<file path="config.mk">
export PLATFORM = sky130hd
export DESIGN_NAME = ultrasonic_range_stop_controller_unit
export DESIGN_NICKNAME = d
export VERILOG_FILES = /design/src/rtl/usrs_pkg.sv /design/src/rtl/usrs_cfg.sv /design/src/rtl/usrs_core.sv /design/src/rtl/ultrasonic_range_stop_controller_unit.sv
export VERILOG_INCLUDE_DIRS = /design/src /design/src/rtl
export SDC_FILE = /design/constraint.sdc
export NUM_CORES = 1
export LEC_CHECK = 0
export BUFFER_PORTS_ARGS = -buffer_cell sky130_fd_sc_hd__buf_2
export CORE_ASPECT_RATIO = 1.5
export CORE_UTILIZATION = 50
export DETAILED_ROUTE_END_ITERATION = 8
export GPL_TIMING_DRIVEN = 0
export PLACE_DENSITY = 0.67
export SLEW_MARGIN = 20
export SYNTH_ARGS = -nofsm -noshare
export SYNTH_HDL_FRONTEND = slang
export SYNTH_SLANG_ARGS = --single-unit
</file>
<file path="constraint.sdc">
create_clock -name clk -period 35.8 [get_ports clk]
set_clock_uncertainty 0.2 [all_clocks]
set_input_delay 1.79 -clock clk [delete_from_list [all_inputs] [get_ports clk]]
set_output_delay 1.79 -clock clk [all_outputs]
set_load 0.05 [all_outputs]
</file>
<file path="src/rtl/ultrasonic_range_stop_controller_unit_defines.svh">
// ----------------------------------------------------------------------------
// ultrasonic range stop controller assertion macros
// shared property forms for the range stop controller checks
// ----------------------------------------------------------------------------
`ifndef ULTRASONIC_RANGE_STOP_CONTROLLER_UNIT_DEFINES_SVH
`define ULTRASONIC_RANGE_STOP_CONTROLLER_UNIT_DEFINES_SVH

// same-cycle implication, checked out of reset
`define USRS_ASSERT_NOW(lbl, ante, cons, msg) \
  lbl: assert property (@(posedge clk) disable iff (!rst_n) (ante) |-> (cons)) else $error(msg);

// next-cycle implication, checked out of reset
`define USRS_ASSERT_NEXT(lbl, ante, cons, msg) \
  lbl: assert property (@(posedge clk) disable iff (!rst_n) (ante) |=> (cons)) else $error(msg);

`endif

</file>
<file path="src/rtl/usrs_pkg.sv">
// ----------------------------------------------------------------------------
// usrs_pkg
// types, codes and the centimetre conversion for the range stop controller
// ----------------------------------------------------------------------------
`default_nettype none

package usrs_pkg;

  // event codes carried on the input tuser
  typedef enum logic [1:0] {
    CMD_TICK = 2'd0,
    CMD_RISE = 2'd1,
    CMD_FALL = 2'd2
  } cmd_t;

  // configuration register indexes
  typedef enum logic [2:0] {
    REG_STOP_DIST = 3'd0,
    REG_MAX_VALID = 3'd1,
    REG_RUN_DUTY  = 3'd2,
    REG_TRIG_INT  = 3'd3,
    REG_ECHO_TMO  = 3'd4
  } reg_idx_t;

  localparam int CMD_W     = 2;
  localparam int TIME_W    = 32;
  localparam int CFG_IDX_W = 3;
  localparam int CFG_DAT_W = 10;
  localparam int OUT_DAT_W = 24;

  // register reset values
  localparam logic [7:0] STOP_DIST_RST = 8'd10;
  localparam logic [7:0] MAX_VALID_RST = 8'd250;
  localparam logic [9:0] RUN_DUTY_RST  = 10'd700;
  localparam logic [7:0] TRIG_INT_RST  = 8'd30;
  localparam logic [7:0] ECHO_TMO_RST  = 8'd25;

  // distance before any valid reading
  localparam logic [8:0] NO_READING = 9'd256;

  // echo microseconds per centimetre, and the width past which no
  // quotient can fit in eight bits
  localparam int US_PER_CM   = 58;
  localparam int RANGE_LIMIT = US_PER_CM * 256;
  localparam int SMALL_W     = 14;
  // ceil(2^20 / 58); exact for widths below RANGE_LIMIT
  localparam int RECIP_SHIFT = 20;
  localparam logic [14:0] RECIP = 15'd18079;

  typedef struct packed {
    logic [7:0] stop_distance_cm;
    logic [7:0] max_range_cm;
    logic [9:0] run_duty;
    logic [7:0] trigger_interval_ms;
    logic [7:0] echo_limit_ms;
  } cfg_t;

  typedef struct packed {
    logic       new_measurement;
    logic [8:0] distance_cm;
    logic [9:0] duty;
    logic       motor_run;
    logic       fire_trigger;
  } res_t;

  // width / 58 for widths below RANGE_LIMIT, by reciprocal multiply
  function automatic logic [7:0] cm_of_width(input logic [SMALL_W-1:0] w);
    logic [28:0] prod;
    prod = 29'(w) * 29'(RECIP);
    return prod[RECIP_SHIFT+7:RECIP_SHIFT];
  endfunction

endpackage

`default_nettype wire

</file>
<file path="src/rtl/usrs_cfg.sv">
// ----------------------------------------------------------------------------
// usrs_cfg
// configuration register file with write decode and reset values
// ----------------------------------------------------------------------------
`default_nettype none

module usrs_cfg (
  input  wire logic                              clk,
  input  wire logic                              rst_n,
  input  wire logic                              wr_en,
  input  wire logic [usrs_pkg::CFG_IDX_W-1:0]    wr_idx,
  input  wire logic [usrs_pkg::CFG_DAT_W-1:0]    wr_data,
  output usrs_pkg::cfg_t                         cfg
);

  usrs_pkg::cfg_t cfg_r;
  usrs_pkg::cfg_t cfg_nxt;

  // index decode
  always_comb begin
    cfg_nxt = cfg_r;
    if (wr_en) begin
      case (wr_idx)
        usrs_pkg::REG_STOP_DIST: cfg_nxt.stop_distance_cm    = wr_data[7:0];
        usrs_pkg::REG_MAX_VALID: cfg_nxt.max_range_cm        = wr_data[7:0];
        usrs_pkg::REG_RUN_DUTY:  cfg_nxt.run_duty            = wr_data;
        usrs_pkg::REG_TRIG_INT:  cfg_nxt.trigger_interval_ms = wr_data[7:0];
        usrs_pkg::REG_ECHO_TMO:  cfg_nxt.echo_limit_ms       = wr_data[7:0];
        default: ;
      endcase
    end
  end

  // register bank
  always_ff @(posedge clk) begin
    if (!rst_n) begin
      cfg_r.stop_distance_cm    <= usrs_pkg::STOP_DIST_RST;
      cfg_r.max_range_cm        <= usrs_pkg::MAX_VALID_RST;
      cfg_r.run_duty            <= usrs_pkg::RUN_DUTY_RST;
      cfg_r.trigger_interval_ms <= usrs_pkg::TRIG_INT_RST;
      cfg_r.echo_limit_ms       <= usrs_pkg::ECHO_TMO_RST;
    end else begin
      cfg_r <= cfg_nxt;
    end
  end

  assign cfg = cfg_r;

endmodule

`default_nettype wire

</file>
<file path="src/rtl/usrs_core.sv">
// ----------------------------------------------------------------------------
// usrs_core
// ranging state and the single-pass event update: timers, echo width,
// distance and motor decision
// ----------------------------------------------------------------------------
`default_nettype none

module usrs_core #(
  parameter int TIMESTAMP_BITS = 32
) (
  input  wire logic                           clk,
  input  wire logic                           rst_n,
  input  wire logic                           step,
  input  wire logic [usrs_pkg::CMD_W-1:0]     cmd,
  input  wire logic [usrs_pkg::TIME_W-1:0]    time_us,
  input  wire usrs_pkg::cfg_t                 cfg,
  output usrs_pkg::res_t                      res
);

  localparam int TW = (TIMESTAMP_BITS < usrs_pkg::TIME_W) ? TIMESTAMP_BITS
                                                          : usrs_pkg::TIME_W;

  logic [31:0]               ms_r, ms_nxt;
  logic [31:0]               last_r, last_nxt;
  logic                      pend_r, pend_nxt;
  logic [7:0]                wait_r, wait_nxt;
  logic [TIMESTAMP_BITS-1:0] rise_r, rise_nxt;
  logic [8:0]                dist_r, dist_nxt;

  logic [TIMESTAMP_BITS-1:0] t_ext;
  logic [TIMESTAMP_BITS-1:0] echo_w;
  logic                      in_range;
  logic [7:0]                cm;
  logic [8:0]                wait_sum;
  logic [31:0]               ms_inc;
  logic                      interval_up;
  logic                      fire;
  logic                      fresh;
  logic                      blocked;

  // timestamp masked to the counter width, and echo width modulo that width
  assign t_ext    = TIMESTAMP_BITS'(time_us[TW-1:0]);
  assign echo_w   = t_ext - rise_r;
  assign in_range = echo_w < TIMESTAMP_BITS'(usrs_pkg::RANGE_LIMIT);
  assign cm       = usrs_pkg::cm_of_width(echo_w[usrs_pkg::SMALL_W-1:0]);

  // tick arithmetic
  assign wait_sum    = {1'b0, wait_r} + 9'd1;
  assign ms_inc      = ms_r + 32'd1;
  assign interval_up = (ms_inc - last_r) >= {24'd0, cfg.trigger_interval_ms};

  // event update
  always_comb begin
    ms_nxt   = ms_r;
    last_nxt = last_r;
    pend_nxt = pend_r;
    wait_nxt = wait_r;
    rise_nxt = rise_r;
    dist_nxt = dist_r;
    fire     = 1'b0;
    fresh    = 1'b0;
    case (cmd)
      usrs_pkg::CMD_TICK: begin
        ms_nxt = ms_inc;
        if (pend_r) begin
          if (wait_sum >= {1'b0, cfg.echo_limit_ms}) begin
            pend_nxt = 1'b0;
            wait_nxt = 8'd0;
          end else begin
            wait_nxt = wait_sum[7:0];
          end
        end else begin
          wait_nxt = 8'd0;
        end
        if (interval_up) begin
          last_nxt = ms_inc;
          if (!pend_nxt) begin
            pend_nxt = 1'b1;
            fire     = 1'b1;
          end
        end
      end
      usrs_pkg::CMD_RISE: begin
        rise_nxt = t_ext;
      end
      usrs_pkg::CMD_FALL: begin
        if (pend_r) begin
          pend_nxt = 1'b0;
          fresh    = 1'b1;
          if (in_range && (cm != 8'd0) && (cm <= cfg.max_range_cm)) begin
            dist_nxt = {1'b0, cm};
          end
        end
      end
      default: ;
    endcase
  end

  // motor decision on the updated distance
  assign blocked = (dist_nxt != 9'd0) && (dist_nxt <= {1'b0, cfg.stop_distance_cm});

  assign res.fire_trigger    = fire;
  assign res.motor_run       = !blocked;
  assign res.duty            = blocked ? 10'd0 : cfg.run_duty;
  assign res.distance_cm     = dist_nxt;
  assign res.new_measurement = fresh;

  // state registers
  always_ff @(posedge clk) begin
    if (!rst_n) begin
      ms_r   <= 32'd0;
      last_r <= 32'd0;
      pend_r <= 1'b0;
      wait_r <= 8'd0;
      rise_r <= '0;
      dist_r <= usrs_pkg::NO_READING;
    end else if (step) begin
      ms_r   <= ms_nxt;
      last_r <= last_nxt;
      pend_r <= pend_nxt;
      wait_r <= wait_nxt;
      rise_r <= rise_nxt;
      dist_r <= dist_nxt;
    end
  end

endmodule

`default_nettype wire

</file>
<file path="src/rtl/ultrasonic_range_stop_controller_unit.sv">
// ----------------------------------------------------------------------------
// ultrasonic range stop controller unit
// Events enter on the in_ stream: tuser holds the event kind (tick, echo
// rise, echo fall), tdata the microsecond timestamp of an edge. Every event
// gives exactly one result word on the out_ stream with the trigger request,
// motor run flag, duty, last distance and a new-measurement flag.
// Registers are written on the cfg_ channel (always ready); the user must
// write them only while idle; the block does not enforce it. A word in the
// input register is processed there and loaded into the result register,
// which drives out_tvalid. Throughput: one word per cycle while the receiver
// does not stall; the state update is one pass through the timer compares
// and the echo width subtract, divide-by-58 multiply and range compare.
// When the receiver stalls, the result register holds its word and the input
// register can still take one more word; after that in_tready drops until
// out_tready returns.
// Reset: both stages empty, timers and echo state cleared, no distance
// reading (256), registers at their default values.
// ----------------------------------------------------------------------------
`default_nettype none

`include "ultrasonic_range_stop_controller_unit_defines.svh"

module ultrasonic_range_stop_controller_unit #(
  parameter int TIMESTAMP_BITS = 32
) (
  input  wire logic                              clk,
  input  wire logic                              rst_n,
  // input stream
  input  wire logic                              in_tvalid,
  output logic                                   in_tready,
  input  wire logic [usrs_pkg::TIME_W-1:0]       in_tdata,   // [31:0] time_us
  input  wire logic [usrs_pkg::CMD_W-1:0]        in_tuser,   // [1:0] command
  // result stream
  output logic                                   out_tvalid,
  input  wire logic                              out_tready,
  // [0] fire_trigger, [1] motor_run, [11:2] duty, [20:12] distance_cm,
  // [21] new_measurement, [23:22] zero
  output logic [usrs_pkg::OUT_DAT_W-1:0]         out_tdata,
  // configuration write
  input  wire logic                              cfg_valid,
  output logic                                   cfg_ready,
  input  wire logic [usrs_pkg::CFG_IDX_W-1:0]    cfg_index,
  input  wire logic [usrs_pkg::CFG_DAT_W-1:0]    cfg_data
);

  logic                               s1_valid_r;
  logic [usrs_pkg::CMD_W-1:0]         s1_cmd_r;
  logic [usrs_pkg::TIME_W-1:0]        s1_time_r;
  logic                               out_valid_r;
  logic [usrs_pkg::OUT_DAT_W-1:0]     out_data_r;
  logic                               out_load;
  logic                               s1_adv;
  logic                               in_acc;
  usrs_pkg::cfg_t                     cfg;
  usrs_pkg::res_t                     res;

  // handshake
  assign out_load  = !out_valid_r || out_tready;
  assign s1_adv    = s1_valid_r && out_load;
  assign in_tready = !s1_valid_r || out_load;
  assign in_acc    = in_tvalid && in_tready;
  assign cfg_ready = 1'b1;

  // configuration registers
  usrs_cfg u_cfg (
    .clk     (clk),
    .rst_n   (rst_n),
    .wr_en   (cfg_valid),
    .wr_idx  (cfg_index),
    .wr_data (cfg_data),
    .cfg     (cfg)
  );

  // event processing
  usrs_core #(
    .TIMESTAMP_BITS (TIMESTAMP_BITS)
  ) u_core (
    .clk     (clk),
    .rst_n   (rst_n),
    .step    (s1_adv),
    .cmd     (s1_cmd_r),
    .time_us (s1_time_r),
    .cfg     (cfg),
    .res     (res)
  );

  // input register
  always_ff @(posedge clk) begin
    if (!rst_n) begin
      s1_valid_r <= 1'b0;
    end else if (in_acc) begin
      s1_valid_r <= 1'b1;
    end else if (s1_adv) begin
      s1_valid_r <= 1'b0;
    end
  end

  always_ff @(posedge clk) begin
    if (in_acc) begin
      s1_cmd_r  <= in_tuser;
      s1_time_r <= in_tdata;
    end
  end

  // result register
  always_ff @(posedge clk) begin
    if (!rst_n) begin
      out_valid_r <= 1'b0;
    end else if (out_load) begin
      out_valid_r <= s1_valid_r;
    end
  end

  always_ff @(posedge clk) begin
    if (s1_adv) begin
      out_data_r <= {2'b00, res};
    end
  end

  assign out_tvalid = out_valid_r;
  assign out_tdata  = out_data_r;

  // checks
  `USRS_ASSERT_NOW(a_fire_excl, out_tvalid, !(out_tdata[0] && out_tdata[21]), "trigger and measurement in one word")
  `USRS_ASSERT_NOW(a_stop_duty, out_tvalid && !out_tdata[1], out_tdata[11:2] == 10'd0, "stopped motor with nonzero duty")
  `USRS_ASSERT_NOW(a_no_overrun, in_tready && out_tvalid && !out_tready, !s1_valid_r, "input taken over a full stage")
  `USRS_ASSERT_NEXT(a_result_out, s1_adv, out_tvalid, "processed word not presented")

endmodule

`default_nettype wire
</file>
; Word level (Yosys, flattened, before mapping)
; Index checks and enable logic that the tools add are counted.
[totals]
ff_bits = 214
in_bits = 52
out_inout_bits = 27
word_cells = 75
[op_classes]
add_sub_neg = 4
mul = 1
n_lt_le_gt_ge = 5
eq_ne = 6
muxes = 14
reduce_logical = 26
[ops]
columns = operator, n
row1 = 32-bit subtractor, 2
row2 = 32-bit by 1-bit adder with 32-bit output (second input constant), 1
row3 = 32-bit by 8-bit >= comparator with 1-bit output, 1
row4 = 32-bit by 14-bit < comparator with 1-bit output (second input constant), 1
row5 = 14-bit by 15-bit multiplier with 28-bit output (second input constant), 1
row6 = 9-bit 2-to-1 mux, 3
row7 = 2-bit AND reduction, 9
row8 = 8-bit 2-to-1 mux, 2
row9 = 8-bit by 1-bit adder with 9-bit output (second input constant), 1
row10 = 9-bit by 8-bit >= comparator with 1-bit output, 1
row11 = 9-bit by 8-bit <= comparator with 1-bit output, 1
row12 = 9-bit nonzero test, 1
row13 = 8-bit <= comparator, 1
row14 = 1-bit 2-to-1 mux, 8
row15 = 8-bit nonzero test, 1
row16 = 3-bit by 2-bit equality test with 1-bit output (second input constant), 2
row17 = 1-bit logical AND, 5
row18 = 2-bit nonzero test, 2
row19 = 3-bit by 1-bit equality test with 1-bit output (second input constant), 1
row20 = 3-bit equality test (second input constant), 1
row21 = 1-bit zero test, 3
row22 = 3-bit zero test, 1
row23 = 3-bit AND reduction, 1
row24 = 2-bit by 1-bit equality test with 1-bit output (second input constant), 1
row25 = 4 further kinds, 5

; Longest topological paths before layout
[depth]
word_depth = 11
depth_mapped = 56

; Cells and area by module
; Synthesis repeated with hierarchy kept, for this count alone.
[hier_totals]
cells_unflattened = 2023
hier_area_um2 = 17413.0
[by_module_without_submodules]
columns = module, instances, cells_per_inst, area_each_um2, seq_area_each_um2
row1 = usrs_core, 1, 1793, 13920.9, 2282.2
row2 = ultrasonic_range_stop_controller_unit, 1, 70, 1815.5, 1721.7
row3 = usrs_cfg, 1, 160, 1676.6, 840.8

; Worst setup path before layout
; OpenSTA, ideal clock, no wires.
[synth_timing]
path_kind = reg2reg
startpoint = register s1_time_r[0] (netlist name)
endpoint = register out_data_r (netlist bit out_tdata[10]), data pin
arrival_ns = 11.148
required_ns = 35.345
setup_slack_ns = 24.197
path_stages_with_launch = 53
n_path_buf = 2
cell_sequence = edfxtp_1 -> inv_1 -> ha_1 -> inv_1 -> fa_1 -> a211oi_2 -> o21ai_2 -> a21oi_1 -> o31ai_1 -> a31oi_1 -> inv_1 -> fa_1 -> fa_1 -> inv_1 -> fa_1 -> fa_1 -> fa_1 -> fa_1 -> [... 17 more ...] -> and4b_1 -> clkbuf_1 -> o21ai_4 -> nand2_1 -> nand2_1 -> ha_1 -> nor2b_1 -> o21a_1 -> o21ai_0 -> nand2b_1 -> a21oi_1 -> nor2b_1 -> o21ai_0 -> nand2b_1 -> a21oi_1 -> o22ai_1 -> buf_2 -> and2_1
[synth_lines]
columns = element, line
row1 = from (decl), ultrasonic_range_stop_controller_unit.sv:48  ; logic [usrs_pkg::TIME_W-1:0] s1_time_r;
row2 = from (signal assigned), ultrasonic_range_stop_controller_unit.sv:101  ; s1_time_r <= in_tdata;
row3 = to (signal assigned), ultrasonic_range_stop_controller_unit.sv:116  ; out_data_r <= {2'b00, res};
row4 = to (decl), ultrasonic_range_stop_controller_unit.sv:50  ; logic [usrs_pkg::OUT_DAT_W-1:0] out_data_r;

==> flow_results.org <==
** Synth
- Synthesis inferred 214 register bits.
- After synthesis, the share of flip-flops with an asynchronous set or reset is 0.
- In this run, synthesis inferred 56 flip-flops with an integrated enable.
- Averaged over all synthesized cells, the footprint is 8.41 µm².
- The mapped netlist covers 17300 µm².
- Yosys warnings :: 0
- Top flip-flop cell by instance count after synthesis :: sky130_fd_sc_hd__dfxtp_1
- Proportion of synthesized chip area in sequential cells :: 0.280
- Yosys cell types :: 87
- After technology mapping, the gate count stands at 2060.

** Place
- In this run the tool buffered the top-level ports with 74 buffer cells.
- Final GP Congestion :: 0.968
- In this run, placement finished with an instance count of 2561.
- Placed wire-length estimate :: 38100 µm
- At the placement stage, the worst setup path has a slack of 22110 ps.
- Placed inst area :: 18300 µm²

** Floorplanning
- From bottom edge to top edge, the die measures 230 µm.
- X dimension of the die :: 154 µm
- 79 I/O pins were placed.
- The core region is 34200 µm².
- # rows :: 83
- The floorplan step defined a die boundary enclosing 35400 µm².
- For this configuration, the core starts out at a cell density of 0.507.

** Timing
- Unrepaired setup endpoints after global routing :: false
- Setup total negative slack on the finished layout was measured at 0 ps.
- At the pin with the least slew margin, the transition time is 1030 ps.
- Setup violations remaining at the end of the flow were counted as 0.
- Static timing analysis puts the maximum clock frequency at 0.0726 GHz.
- Worst Slack Setup Final :: 22020 ps
- Final max-slew violation count :: 0
- Share of the cycle needed by the critical path after routing :: 0.385
- Headroom to the max-slew limit came out at 0.310.
- Hold Fails Final Rpt :: 0
- Counting I/O delays and the setup requirement, the final critical path takes 13780 ps.

** GRT
- Via count of the first global-routing pass :: 14700
- met2 is the most crowded layer.
- For this run, global-route usage on met3 was measured as 0.0256.
- Met1 track utilization from global routing :: 0.266
- Number of antenna violations at the first check in global routing :: 2
- Entering global routing, the biggest net connects 25 pins.
- Global route overflow :: 0
- First-pass GRT wire length :: 75000 µm
- For this run, the total global-route usage over all layers was measured as 0.267.
- Global Route met2 Usage :: 0.538

** Outcome
- The checks that failed: DRC.
- Status :: complete, but fails checks

** Pwr
- For this design the static power due to leakage is 8.22 nW.
- In this run the power density over the cells is 80.7 nW/µm².
- Peak supply drop :: 133 µV

** Critical path
- Biggest cell delay along the critical path :: 670 ps
- STA classifies the critical path startpoint as a flop.
- Of all nets on the critical path, the largest fanout is 10.
- Number of buffer and inverter stages on the critical path :: 6
- The endpoint identified for the worst register-to-register timing path is out_tdata[8].
- Largest delay share family, worst path :: adder cells
- Data on the critical path is required at its endpoint by 35870 ps.
- Minimum setup slack among reg-to-reg paths :: 22020 ps
- Count of cells along the worst register-to-register path :: 52
- STA classifies the critical path endpoint as a flop.
- Crit Path Category :: reg2reg
- Max stage delay cell, worst path :: sky130_fd_sc_hd__fa_1
- Arrival time at the worst endpoint :: 13850 ps
- In this run the critical register-to-register path is launched from s1_time_r[0].

** Routing
- The final route contains 14900 vias.
- Avg Vias per Cell :: 5.71
- In this run the remaining antenna-violating nets after routing total 0.
- The pre-antenna-repair detailed-routing pass consisted of 7 iterations.
- For this run, design rule violations remaining after detail routing come to 2.
- Overall routed net length :: 47000 µm
- Routed length per placed instance :: 18.0 µm
- For this block, the initial DRC count from the detailed router was 742.

** Clock tree
- Clock input transition at the sequential cells of the worst setup and hold paths :: 60 ps
- Clock network latency to the later pin of the worst-skew pair :: 540 ps
- # hold bufs at CTS :: 0
- Clock tree synthesis selected as its root buffer the cell sky130_fd_sc_hd__clkbuf_16.
- Number of gates given a new drive strength after cts :: 0
- The clock drives 214 sinks.
- CTS tree :: done
- Number of buffers created by CTS :: 23
- CTS Buffer Depth :: 3
- In this run the number of H-tree levels came out at 1.
- Postcts setup bufs :: 0

** Finish
- Number of antenna diodes :: 0
- Area growth from synthesis to layout :: 9.70%
- Once layout is complete, the cells apart from fillers number 2602.
- The finished cells cover 19000 µm².
- Nets :: 2492
- Of the cells placed in the final design, the portion with a size suffix greater than 1 is 0.0808.

** Hold path
- Worst Hold End :: u_core.rise_r[20]
- Startpoint of the lowest-slack hold path :: u_core.rise_r[20]
- The tightest min-delay check is of the reg2reg type.
- Counting instances, the worst hold path has a depth of 2.

** Run
- Across the run, the number of max-cap violations was 0.
==> final cells by class <==
| type | count | area (µm²) |
|---|---|---|
| Buffer | 88 | 380 |
| Tap cell | 425 | 532 |
| Clock buffer | 31 | 606 |
| Clock inverter | 10 | 129 |
| Multi-Input combinational cell | 1536 | 11300 |
| Sequential cell | 214 | 4840 |
| Timing Repair Buffer | 75 | 398 |
| Fill cell | 3243 | 15200 |
| Inverter | 223 | 837 |
==> metal layers <==
metal	wire length, µm	vias up	share of wire
met2	26000	304	0.55
met1	17200	7084	0.37
li1	-	7350	-
met5	26	-	0.00055
met3	1440	124	0.031
met4	2270	4	0.048
==> layout by cell type (no fill, tap or decap), drive strengths merged, types with 51 or more instances in the layout <==
master	Yosys	layout
fa	61	61
edfxtp	56	56
nand2	275	275
nand3	54	54
nor3	82	82
xor2	51	51
clkbuf	66	97
inv	223	224
ha	218	218
nor2	99	99
dfxtp	158	158
a21oi	190	190
buf	22	97
o21ai	67	67
==> how the worst max path moves through the flow <==
| stage | from | end | depth (start not counted) |
|---|---|---|---|
| floorplan | s1_time_r[0] | out_tdata[10] | 52 |
| global placement | s1_time_r[0] | out_tdata[4] | 51 |
| detailed placement | s1_time_r[0] | out_tdata[4] | 52 |
| CTS | s1_time_r[0] | out_tdata[4] | 52 |
| global route | s1_time_r[0] | out_tdata[8] | 53 |
| finish | s1_time_r[0] | out_tdata[8] | 52 |
==> logic make-up after synthesis <==
group,after synthesis,share of synthesized area
AO/OA/AOI/OAI,447,0.168
adder cells (fa/ha/maj),280,0.229
other,2,0.000434
flip-flops,214,0.280
multiplexers,24,0.0147
buffers and inverters,311,0.0703
XOR/XNOR,101,0.0519
AND/OR/NAND/NOR,681,0.187
==> synthesized netlist by cell type (19+ instances only) <==
library cell               number  area, µm²
sky130_fd_sc_hd__ha_1         218       2730
sky130_fd_sc_hd__edfxtp_1      56       1680
sky130_fd_sc_hd__clkbuf_1      66        248
sky130_fd_sc_hd__inv_1        222        833
sky130_fd_sc_hd__nor3_1        82        410
sky130_fd_sc_hd__dfxtp_1      158       3160
sky130_fd_sc_hd__xor2_1        51        447
sky130_fd_sc_hd__nand2_1      275       1030
sky130_fd_sc_hd__a21oi_1      172        861
sky130_fd_sc_hd__o211ai_1      26        195
sky130_fd_sc_hd__and2_1        20        125
sky130_fd_sc_hd__a21o_1        38        285
sky130_fd_sc_hd__xnor2_1       49        429
sky130_fd_sc_hd__nor2b_1       19        119
sky130_fd_sc_hd__nor2_1        99        372
sky130_fd_sc_hd__fa_1          61       1220
sky130_fd_sc_hd__nand3_1       54        270
sky130_fd_sc_hd__o21ai_0       56        280
sky130_fd_sc_hd__nand4_1       32        200
==> flip-flops by register name, indices dropped and copies added (netlist names), 2 cells and up <==
name,count
s1_cmd_r,2
u_core.wait_r,8
u_core.dist_r,9
u_core.rise_r,32
out_tdata,22
u_core.last_r,32
s1_time_r,32
u_cfg.cfg,42
u_core.ms_r,32
==> where the power goes <==
part / internal, mW / switching (mW) / total [mW]
clock: 0.140 / 0.101 / 0.241
sequential: 0.255 / 0.00365 / 0.259
combinational: 0.436 / 0.597 / 1.03
total: 0.832 / 0.701 / 1.53
==> stage by stage <==
stage | utilization | power (mW) | hold WS [ps]
after floorplan | - | 1.07 | 232
after global placement | 0.533 | 1.28 | 237
after detailed placement | 0.535 | 1.30 | 243
after CTS | 0.556 | 1.55 | 252
after global routing | 0.556 | 1.72 | 268
final | 0.556 | 1.53 | 251
==> worst register-to-register path, delay by kind of cell (launching register included) <==
kind	cells	cell delay, ps
fa+ha+maj	10	4330
flops	1	410
compound gates	18	4310
buf+inv	6	860
simple gates	15	2580
xor+xnor	3	810
Power figures use the tool's default switching activity.
